`src/hdl/afb_pkg.sv`:
```
`timescale 1ns / 1ps

package afb_pkg;

	// Sigmoid table size and its address width
	localparam int unsigned SIG_ENTRIES = 256;
	localparam int unsigned IDX_W       = $clog2(SIG_ENTRIES);

	// Q4.12 word, sigmoid sample (0..4096), activation (-4096..4096)
	localparam int unsigned DATA_W  = 16;
	localparam int unsigned SIG_W   = 13;
	localparam int unsigned ACT_W   = 14;
	localparam int unsigned DERIV_W = 25;
	localparam int unsigned PROD_W  = DATA_W + DERIV_W + 1;

	typedef enum logic [1:0] {
		FUNC_IDENT   = 2'd0,
		FUNC_RELU    = 2'd1,
		FUNC_SIGMOID = 2'd2,
		FUNC_TANH    = 2'd3
	} func_t;

	// e^(-a/4096) in Q0.32: alternating Taylor series of e^(-a/65536), then squared four times
	function automatic logic [31:0] exp_neg_q32(input logic [31:0] a);
		logic [63:0] r;
		logic [63:0] term;
		logic [63:0] sum;
		logic [63:0] y;
		r    = {16'h0000, a, 16'h0000};
		term = 64'h0000_0001_0000_0000;
		sum  = term;
		term = (term * r) >> 32;
		sum  = (sum >= term) ? sum - term : 64'd0;
		term = ((term * r) >> 32) / 2;
		sum  = sum + term;
		term = ((term * r) >> 32) / 3;
		sum  = (sum >= term) ? sum - term : 64'd0;
		term = ((term * r) >> 32) / 4;
		sum  = sum + term;
		term = ((term * r) >> 32) / 5;
		sum  = (sum >= term) ? sum - term : 64'd0;
		term = ((term * r) >> 32) / 6;
		sum  = sum + term;
		term = ((term * r) >> 32) / 7;
		sum  = (sum >= term) ? sum - term : 64'd0;
		term = ((term * r) >> 32) / 8;
		sum  = sum + term;
		term = ((term * r) >> 32) / 9;
		sum  = (sum >= term) ? sum - term : 64'd0;
		term = ((term * r) >> 32) / 10;
		sum  = sum + term;
		term = ((term * r) >> 32) / 11;
		sum  = (sum >= term) ? sum - term : 64'd0;
		term = ((term * r) >> 32) / 12;
		sum  = sum + term;
		y = (sum > 64'h0000_0000_FFFF_FFFF) ? 64'h0000_0000_FFFF_FFFF : sum;
		for (int n = 0; n < 4; n++) begin
			y = (y * y + 64'h0000_0000_8000_0000) >> 32;
		end
		return y[31:0];
	endfunction

	// Table entry i: sigmoid sampled at floor(i*65536/SIG_ENTRIES) - 32768, Q.12
	function automatic logic [SIG_W-1:0] sig_entry(input int unsigned i);
		logic [63:0] pos;
		int          xs;
		logic [31:0] a;
		logic [63:0] den;
		logic [63:0] num;
		logic [63:0] rem;
		logic [45:0] quo;
		logic [45:0] sp;
		pos = (64'(i) * 64'd65536) / 64'(SIG_ENTRIES);
		xs  = int'(pos[31:0]) - 32768;
		a   = (xs < 0) ? 32'(-xs) : 32'(xs);
		den = 64'h0000_0001_0000_0000 + 64'(exp_neg_q32(a));
		num = 64'h0000_1000_0000_0000 + (den >> 1);
		rem = 64'd0;
		quo = 46'd0;
		// restoring long division, one quotient bit per pass
		for (int b = 45; b >= 0; b--) begin
			rem = {rem[62:0], num[b]};
			if (rem >= den) begin
				rem    = rem - den;
				quo[b] = 1'b1;
			end
		end
		sp = (quo > 46'd4096) ? 46'd4096 : quo;
		return (xs < 0) ? SIG_W'(46'd4096 - sp) : SIG_W'(sp);
	endfunction

endpackage

```
`src/hdl/afb_round_sat.sv`:
```
`timescale 1ns / 1ps

// Shift a Q6.36 product down by 24 to Q4.12, round half away from zero, saturate to 16 bits.
module afb_round_sat (
	input  logic signed [afb_pkg::PROD_W-1:0] prod,
	output logic signed [afb_pkg::DATA_W-1:0] result
);

	localparam int unsigned RND_W = afb_pkg::PROD_W - 24;

	logic [afb_pkg::PROD_W-1:0] mag;
	logic [afb_pkg::PROD_W-1:0] biased;
	logic [RND_W-1:0]           rnd;

	always_comb begin
		mag    = prod[afb_pkg::PROD_W-1] ? afb_pkg::PROD_W'(-prod) : afb_pkg::PROD_W'(prod);
		biased = mag + afb_pkg::PROD_W'(24'h80_0000);
		rnd    = biased[afb_pkg::PROD_W-1:24];
		if (prod[afb_pkg::PROD_W-1]) begin
			if (rnd >= RND_W'(32768)) begin
				result = 16'sh8000;
			end else begin
				result = afb_pkg::DATA_W'(-rnd);
			end
		end else begin
			if (rnd > RND_W'(32767)) begin
				result = 16'sh7FFF;
			end else begin
				result = afb_pkg::DATA_W'(rnd);
			end
		end
	end

endmodule

```
`src/hdl/activation_forward_backward_unit.sv`:
```
`timescale 1ns / 1ps

// Channel  | Dir | Handshake                    | Payload
// ---------+-----+------------------------------+-----------------------------------------
// s_axis   | in  | s_axis_tvalid/s_axis_tready  | tdata: x_value[15:0], grad_in[31:16]
//          |     |                              | tuser: func[1:0], backward[2]
// m_axis   | out | m_axis_tvalid/m_axis_tready  | tdata: result[15:0]
//
// Throughput is one beat per clock unless m_axis_tready stalls the output; a beat passes every stage below.
// The five register stages are: table address, sigmoid lookup, derivative multiply,
// gradient multiply, round/saturate into the output register.
// arst_n clears every stage valid bit at once; the data registers are not reset.
// On a stall each stage holds unless the stage after it is empty or moving, so empty
// slots (bubbles) are squeezed out and no beat is dropped or repeated.

module activation_forward_backward_unit (
	input  logic        clk,
	input  logic        arst_n,
	input  logic        s_axis_tvalid,
	output logic        s_axis_tready,
	input  logic [31:0] s_axis_tdata,   // x_value[15:0], grad_in[31:16]
	input  logic [2:0]  s_axis_tuser,   // func[1:0], backward[2]
	output logic        m_axis_tvalid,
	input  logic        m_axis_tready,
	output logic [15:0] m_axis_tdata    // result[15:0]
);

	localparam int unsigned IDX_PROD_W = afb_pkg::DATA_W + afb_pkg::IDX_W;

	// Constant sigmoid table, one entry per sample point
	logic [afb_pkg::SIG_W-1:0] sig_tab [afb_pkg::SIG_ENTRIES];

	for (genvar g = 0; g < afb_pkg::SIG_ENTRIES; g++) begin : g_tab
		localparam logic [afb_pkg::SIG_W-1:0] ENTRY = afb_pkg::sig_entry(g);
		assign sig_tab[g] = ENTRY;
	end

	// Stage enables: a stage may load when it is empty or its content moves on
	logic adv1;
	logic adv2;
	logic adv3;
	logic adv4;
	logic adv5;

	logic valid_s1;
	logic valid_s2;
	logic valid_s3;
	logic valid_s4;
	logic valid_s5;

	assign adv5 = !valid_s5 || m_axis_tready;
	assign adv4 = !valid_s4 || adv5;
	assign adv3 = !valid_s3 || adv4;
	assign adv2 = !valid_s2 || adv3;
	assign adv1 = !valid_s1 || adv2;

	assign s_axis_tready = adv1;
	assign m_axis_tvalid = valid_s5;

	always_ff @(posedge clk or negedge arst_n) begin
		if (!arst_n) begin
			valid_s1 <= 1'b0;
			valid_s2 <= 1'b0;
			valid_s3 <= 1'b0;
			valid_s4 <= 1'b0;
			valid_s5 <= 1'b0;
		end else begin
			if (adv1) begin
				valid_s1 <= s_axis_tvalid;
			end
			if (adv2) begin
				valid_s2 <= valid_s1;
			end
			if (adv3) begin
				valid_s3 <= valid_s2;
			end
			if (adv4) begin
				valid_s4 <= valid_s3;
			end
			if (adv5) begin
				valid_s5 <= valid_s4;
			end
		end
	end

	// ---------------- Stage 1: table address and range clamp ----------------
	afb_pkg::func_t              in_func;
	logic signed [15:0]          in_x;
	logic signed [16:0]          lut_arg;
	logic [15:0]                 lut_off;
	logic [IDX_PROD_W-1:0]       lut_scaled;

	afb_pkg::func_t              func_s1;
	logic                        bwd_s1;
	logic signed [15:0]          x_s1;
	logic signed [15:0]          u_s1;
	logic [afb_pkg::IDX_W-1:0]   idx_s1;
	logic                        below_s1;
	logic                        above_s1;

	always_comb begin
		in_func = afb_pkg::func_t'(s_axis_tuser[1:0]);
		in_x    = s_axis_tdata[15:0];
		// tanh looks up sig(2x), the other functions sig(x)
		if (in_func == afb_pkg::FUNC_TANH) begin
			lut_arg = {in_x, 1'b0};
		end else begin
			lut_arg = {in_x[15], in_x};
		end
		// flip the sign bit to get the offset from -8.0
		lut_off    = lut_arg[15:0] ^ 16'h8000;
		lut_scaled = IDX_PROD_W'(lut_off) * IDX_PROD_W'(afb_pkg::SIG_ENTRIES);
	end

	always_ff @(posedge clk) begin
		if (adv1) begin
			func_s1  <= in_func;
			bwd_s1   <= s_axis_tuser[2];
			x_s1     <= in_x;
			u_s1     <= s_axis_tdata[31:16];
			idx_s1   <= lut_scaled[IDX_PROD_W-1:afb_pkg::DATA_W];
			below_s1 <= lut_arg[16] && !lut_arg[15];
			above_s1 <= !lut_arg[16] && lut_arg[15];
		end
	end

	// ---------------- Stage 2: sigmoid lookup, forward activation ----------------
	logic [afb_pkg::SIG_W-1:0]        sig_val;
	logic signed [afb_pkg::ACT_W-1:0] act_val;

	afb_pkg::func_t                   func_s2;
	logic                             bwd_s2;
	logic signed [15:0]               x_s2;
	logic signed [15:0]               u_s2;
	logic signed [afb_pkg::ACT_W-1:0] act_s2;

	always_comb begin
		if (below_s1) begin
			sig_val = '0;
		end else if (above_s1) begin
			sig_val = afb_pkg::SIG_W'(4096);
		end else begin
			sig_val = sig_tab[idx_s1];
		end
		// tanh = 2*sig(2x) - 1
		if (func_s1 == afb_pkg::FUNC_TANH) begin
			act_val = afb_pkg::ACT_W'({sig_val, 1'b0}) - afb_pkg::ACT_W'(4096);
		end else begin
			act_val = afb_pkg::ACT_W'(sig_val);
		end
	end

	always_ff @(posedge clk) begin
		if (adv2) begin
			func_s2 <= func_s1;
			bwd_s2  <= bwd_s1;
			x_s2    <= x_s1;
			u_s2    <= u_s1;
			act_s2  <= act_val;
		end
	end

	// ---------------- Stage 3: derivative and direct result ----------------
	logic [afb_pkg::SIG_W-1:0]     mul_a;
	logic [afb_pkg::SIG_W-1:0]     mul_b;
	logic [2*afb_pkg::SIG_W-1:0]   mul_ab;
	logic [afb_pkg::DERIV_W-1:0]   deriv;
	logic [afb_pkg::ACT_W-1:0]     act_abs;
	logic                          x_pos;
	logic signed [15:0]            direct;

	logic                          use_prod_s3;
	logic signed [15:0]            u_s3;
	logic [afb_pkg::DERIV_W-1:0]   deriv_s3;
	logic signed [15:0]            direct_s3;

	always_comb begin
		act_abs = act_s2[afb_pkg::ACT_W-1] ? afb_pkg::ACT_W'(-act_s2) : afb_pkg::ACT_W'(act_s2);
		// sigmoid: s*(1-s); tanh: 1 - t*t (|t| squared)
		if (func_s2 == afb_pkg::FUNC_TANH) begin
			mul_a = act_abs[afb_pkg::SIG_W-1:0];
			mul_b = act_abs[afb_pkg::SIG_W-1:0];
		end else begin
			mul_a = act_s2[afb_pkg::SIG_W-1:0];
			mul_b = afb_pkg::SIG_W'(4096) - act_s2[afb_pkg::SIG_W-1:0];
		end
		mul_ab = (2*afb_pkg::SIG_W)'(mul_a) * (2*afb_pkg::SIG_W)'(mul_b);
		if (func_s2 == afb_pkg::FUNC_TANH) begin
			deriv = afb_pkg::DERIV_W'(25'h100_0000) - mul_ab[afb_pkg::DERIV_W-1:0];
		end else begin
			deriv = mul_ab[afb_pkg::DERIV_W-1:0];
		end

		x_pos = !x_s2[15] && (x_s2 != 16'sd0);
		case (func_s2)
			afb_pkg::FUNC_IDENT: begin
				direct = bwd_s2 ? u_s2 : x_s2;
			end
			afb_pkg::FUNC_RELU: begin
				if (x_pos) begin
					direct = bwd_s2 ? u_s2 : x_s2;
				end else begin
					direct = 16'sd0;
				end
			end
			afb_pkg::FUNC_SIGMOID, afb_pkg::FUNC_TANH: begin
				direct = 16'(act_s2);
			end
			default: begin
				direct = 16'sd0;
			end
		endcase
	end

	always_ff @(posedge clk) begin
		if (adv3) begin
			use_prod_s3 <= bwd_s2 && func_s2[1];
			u_s3        <= u_s2;
			deriv_s3    <= deriv;
			direct_s3   <= direct;
		end
	end

	// ---------------- Stage 4: gradient times derivative ----------------
	logic                                 use_prod_s4;
	logic signed [afb_pkg::PROD_W-1:0]    prod_s4;
	logic signed [15:0]                   direct_s4;

	always_ff @(posedge clk) begin
		if (adv4) begin
			use_prod_s4 <= use_prod_s3;
			prod_s4     <= afb_pkg::PROD_W'(u_s3) * $signed({1'b0, deriv_s3});
			direct_s4   <= direct_s3;
		end
	end

	// ---------------- Stage 5: round, saturate, output register ----------------
	logic signed [15:0] rounded;
	logic [15:0]        result_s5;

	afb_round_sat u_round (
		.prod   (prod_s4),
		.result (rounded)
	);

	always_ff @(posedge clk) begin
		if (adv5) begin
			result_s5 <= use_prod_s4 ? rounded : direct_s4;
		end
	end

	assign m_axis_tdata = result_s5;

endmodule

```
`config.mk`:
```
export PLATFORM = sky130hd
export DESIGN_NAME = activation_forward_backward_unit
export DESIGN_NICKNAME = d
export VERILOG_FILES = /design/src/hdl/afb_pkg.sv /design/src/hdl/afb_round_sat.sv /design/src/hdl/activation_forward_backward_unit.sv
export SDC_FILE = /design/constraint.sdc
export NUM_CORES = 2
export LEC_CHECK = 0
export ABC_AREA = 1
export BUFFER_PORTS_ARGS = -buffer_cell sky130_fd_sc_hd__buf_2
export CORE_UTILIZATION = 50
export CTS_CLUSTER_SIZE = 40
export DETAILED_ROUTE_END_ITERATION = 8
export PLACE_DENSITY = 0.72
export SLEW_MARGIN = 15
export SYNTH_ARGS = -nofsm -noshare
export SYNTH_HDL_FRONTEND = slang
export SYNTH_SLANG_ARGS = --single-unit
```
`constraint.sdc`:
```
create_clock -name clk -period 22.4 [get_ports clk]
set_input_delay 2.24 -clock clk [delete_from_list [all_inputs] [get_ports clk]]
set_output_delay 2.24 -clock clk [all_outputs]
set_load 0.01 [all_outputs]
```
==> impl_results.md <==
- First-pass GRT wire length: 138000 µm
- Total die area: 65300 µm²
- WP buf/inv: 5
- Share of cells above drive strength 1: 6.00%
- Final ANT Viol Nets: 0
- Max incr delay on CP: 630 ps
- Number of synthesized flops with an enable pin: 227
- Iteration-0 DRC Markers: 2189
- Slew margin rel.: 29.6%
- Setup Crit Path Kind: register to register
- Crit-path leading delay family: adder cells
- Maxcap violations: 0
- Number of flip-flops in the largest register: 42
- Hpwl dp: 66000 µm
- I/O Buffers: 56
- Vias in the first global route: 26000
- Wire per inst: 17.5 µm
- Crit path max fanout: 16
- Core footprint: 63300 µm²
- Total Nets Final: 4658
- Gate Count Post-Synth: 3967
- Largest net degree at the start of global routing: 62
- Unrepaired setup endpoints after global routing: false
- Register Area: 6940 µm²
- Synth Flop Type: edfxtp_1
- R2r endpoint: deriv_s3[23]
- Slew Limit Fails: 0
- Final Cycle Share: 37.1%
- Vias per cell: 5.36
- Library cells used by synthesis: 59
- Hold Path Class: register to register
- GPL Wtd Cong: 0.972
- Initial Utilization: 50.8%
- Die width: 256 µm
- Post-CTS Hold Fix Bufs: 0
- FF-to-FF path depth: 34
- # IOs: 57
- Clock sink count: 232
- Syn avg cell area: 8.10 µm²
- Layout area overhead: 6.09%
- Setup TNS: 0 ps
- CP endpoint kind: register
- Fill cell count: 5888
- WHS Path Cells: 0
- Die Y: 256 µm
- Final setup violation count: 0
- Clock tree buffer depth: 3
- R2R setup slack: 14090 ps
- Hold_sp: x_s1[14]
- Register area share after synthesis: 21.6%
- Clock transition at path regs: 60 ps
- CP arrival: 8590 ps
- Initial DRT Pass Iterations: 7
- Beginning of the critical path: act_s2[0]
- Yosys Warn Count: 0
- CP required: 22680 ps
- CTS HTree Levels: 1
- Top Registers: prod_s4: 42 flops, deriv_s3: 25 flops
- Synth Cell Area: 32100 µm²
- Hold Slack: 415 ps
- Syn_nets: 4676
- Outcome: completed
- Via count: 25800
- Quantity of gates resized following cts: 0
- DRC: 0
- Final Hold Violating Endpoints: 0
- # diodes: 0
- Initial antenna violation count: 0
- Reg-to-Reg Start: act_s2[0]
- Worst-Skew Late Latency: 570 ps
- CTS Buf Count: 26
- Crit-path slowest cell: edfxtp_1
- Multi-input gate area: 21300 µm²
- Yosys reg bits: 232
- Async SR Flop Fraction: 2.16%
- Core Util, Final: 53.9%
- Worst setup SP type: register
- Worst Hold End: x_s2[14]
- Post-CTS setup buffer count: 0
- Clock tree from TritonCTS: yes
- Cell area after placement: 33200 µm²
- Overall Global Routing Usage: 26.2%
- Worst Clk Skew: 26.7 ps
- GRT overflow: 0
- Fin area: 34100 µm²
- Root Driver: clkbuf_16
- Largest register by flop count: prod_s4
- Measured slew at the worst slew-check pin: 1050 ps
- Post-Route WL: 84400 µm
- Fmax: 0.120 GHz
- Row count: 92
- Post-layout minimum cycle time: 8310 ps
- Most Frequent Cell on Critical Path: nand2_1
-- how the worst max path moves through the flow --
stage / end / slack (ps) / depth (start not counted)
after floorplan: s_axis_tready / 13680 / 8
after global placement: deriv_s3[23] / 14360 / 34
after detailed placement: deriv_s3[23] / 14170 / 34
after CTS: deriv_s3[23] / 14110 / 34
after global routing: deriv_s3[23] / 13190 / 34
final: deriv_s3[23] / 14090 / 34
-- per-layer routing --
layer / GRT usage, % / vias up / wire [µm] / part of all wire (%)
met1: 34.6 / 12500 / 34300 / 41
met3: 3.27 / 204 / 5930 / 7.0
met5: 0 / - / 0 / 0
met4: 9.53 / 0 / 3190 / 3.8
met2: 44.3 / 970 / 41000 / 49
li1: - / 12100 / - / -
-- cell usage in the layout (no fill, tap or decap), types with 5 or more instances in the layout --
cell       netlist  layout
nand2_1        929     928
mux2i_1         17      17
nor2_1         319     319
nor3_1          26      26
nand3_2         12      12
a221oi_1         7       7
nor2_2          15      15
xnor2_1         27      27
buf_4            2      30
a21oi_2          5       5
or2_2           28      28
o22ai_1         14      14
edfxtp_1       227     227
inv_1          896     893
o21ai_0        157     157
o21ai_1         21      21
nand2_2         13      14
nand2_4          8       8
o211ai_1        10      10
ha_1           230     230
nand3_1        109     109
clkinv_1         8      12
inv_2           11      14
o31ai_1          9       9
o221ai_1         6       6
fa_1           440     440
a21oi_1        125     125
nand4_1         23      23
buf_2            3      56
nor4_1           7       7
clkbuf_16        0      26
xor2_1          66      66
dfrtp_1          5       5
a31oi_1         19      19
-- synth_stat cells (7+ instances only) --
cell / n / share of area, %
nand2_1: 929 / 11
inv_1: 896 / 10
fa_1: 440 / 27
nor2_1: 319 / 3.7
ha_1: 230 / 9.0
edfxtp_1: 227 / 21
o21ai_0: 157 / 2.4
a21oi_1: 125 / 1.9
clkbuf_1: 123 / 1.4
nand3_1: 109 / 1.7
xor2_1: 66 / 1.8
or2_2: 28 / 0.54
xnor2_1: 27 / 0.74
nor3_1: 26 / 0.40
nand4_1: 23 / 0.45
o21ai_1: 21 / 0.33
a31oi_1: 19 / 0.37
mux2i_1: 17 / 0.53
nor2_2: 15 / 0.29
o22ai_1: 14 / 0.27
nand2_2: 13 / 0.25
nand3_2: 12 / 0.37
inv_2: 11 / 0.13
o211ai_1: 10 / 0.23
o31ai_1: 9 / 0.21
clkinv_1: 8 / 0.093
nand2_4: 8 / 0.28
a221oi_1: 7 / 0.19
nor4_1: 7 / 0.14
-- metrics by stage --
stage          worst slack [ps]  cells
3_3_place_gp              14360   4767
3_5_place_dp              14170   4767
4_1_cts                   14110   4814
2_1_floorplan             13680   3967
6_report                  14090   4814
5_1_grt                   13190   4814
-- worst reg2reg max path: cells and delay by family (launching register included) --
| family | cells | cell delay (ps) |
|---|---|---|
| compound gates | 4 | 790 |
| buf+inv | 5 | 1110 |
| fa+ha+maj | 7 | 3140 |
| simple gates | 16 | 1860 |
| xor+xnor | 2 | 480 |
| flops | 1 | 630 |
-- cell families (layout without fill, tap and decap cells) --
kind of cell	Yosys count	in the layout	synth area share, %
xor+xnor	93	93	2.53
flops	232	232	21.6
mux	17	17	0.529
compound gates	402	402	7.04
fa+ha+maj	670	670	36.4
simple gates	1506	1506	19.7
buf+inv	1047	1048	12.3
-- cell type report --
class                           count  share of cell area, %
Clock buffer                       26                   1.91
Multi-Input combinational cell   2688                   62.3
Inverter                          915                   10.1
Timing Repair Buffer               86                   1.48
Tap cell                          846                   3.10
Sequential cell                   232                   20.4
Clock inverter                     21                  0.759
Power is not shown: default switching activity piles up to over one toggle a cycle in this logic, so the estimate is an artifact.
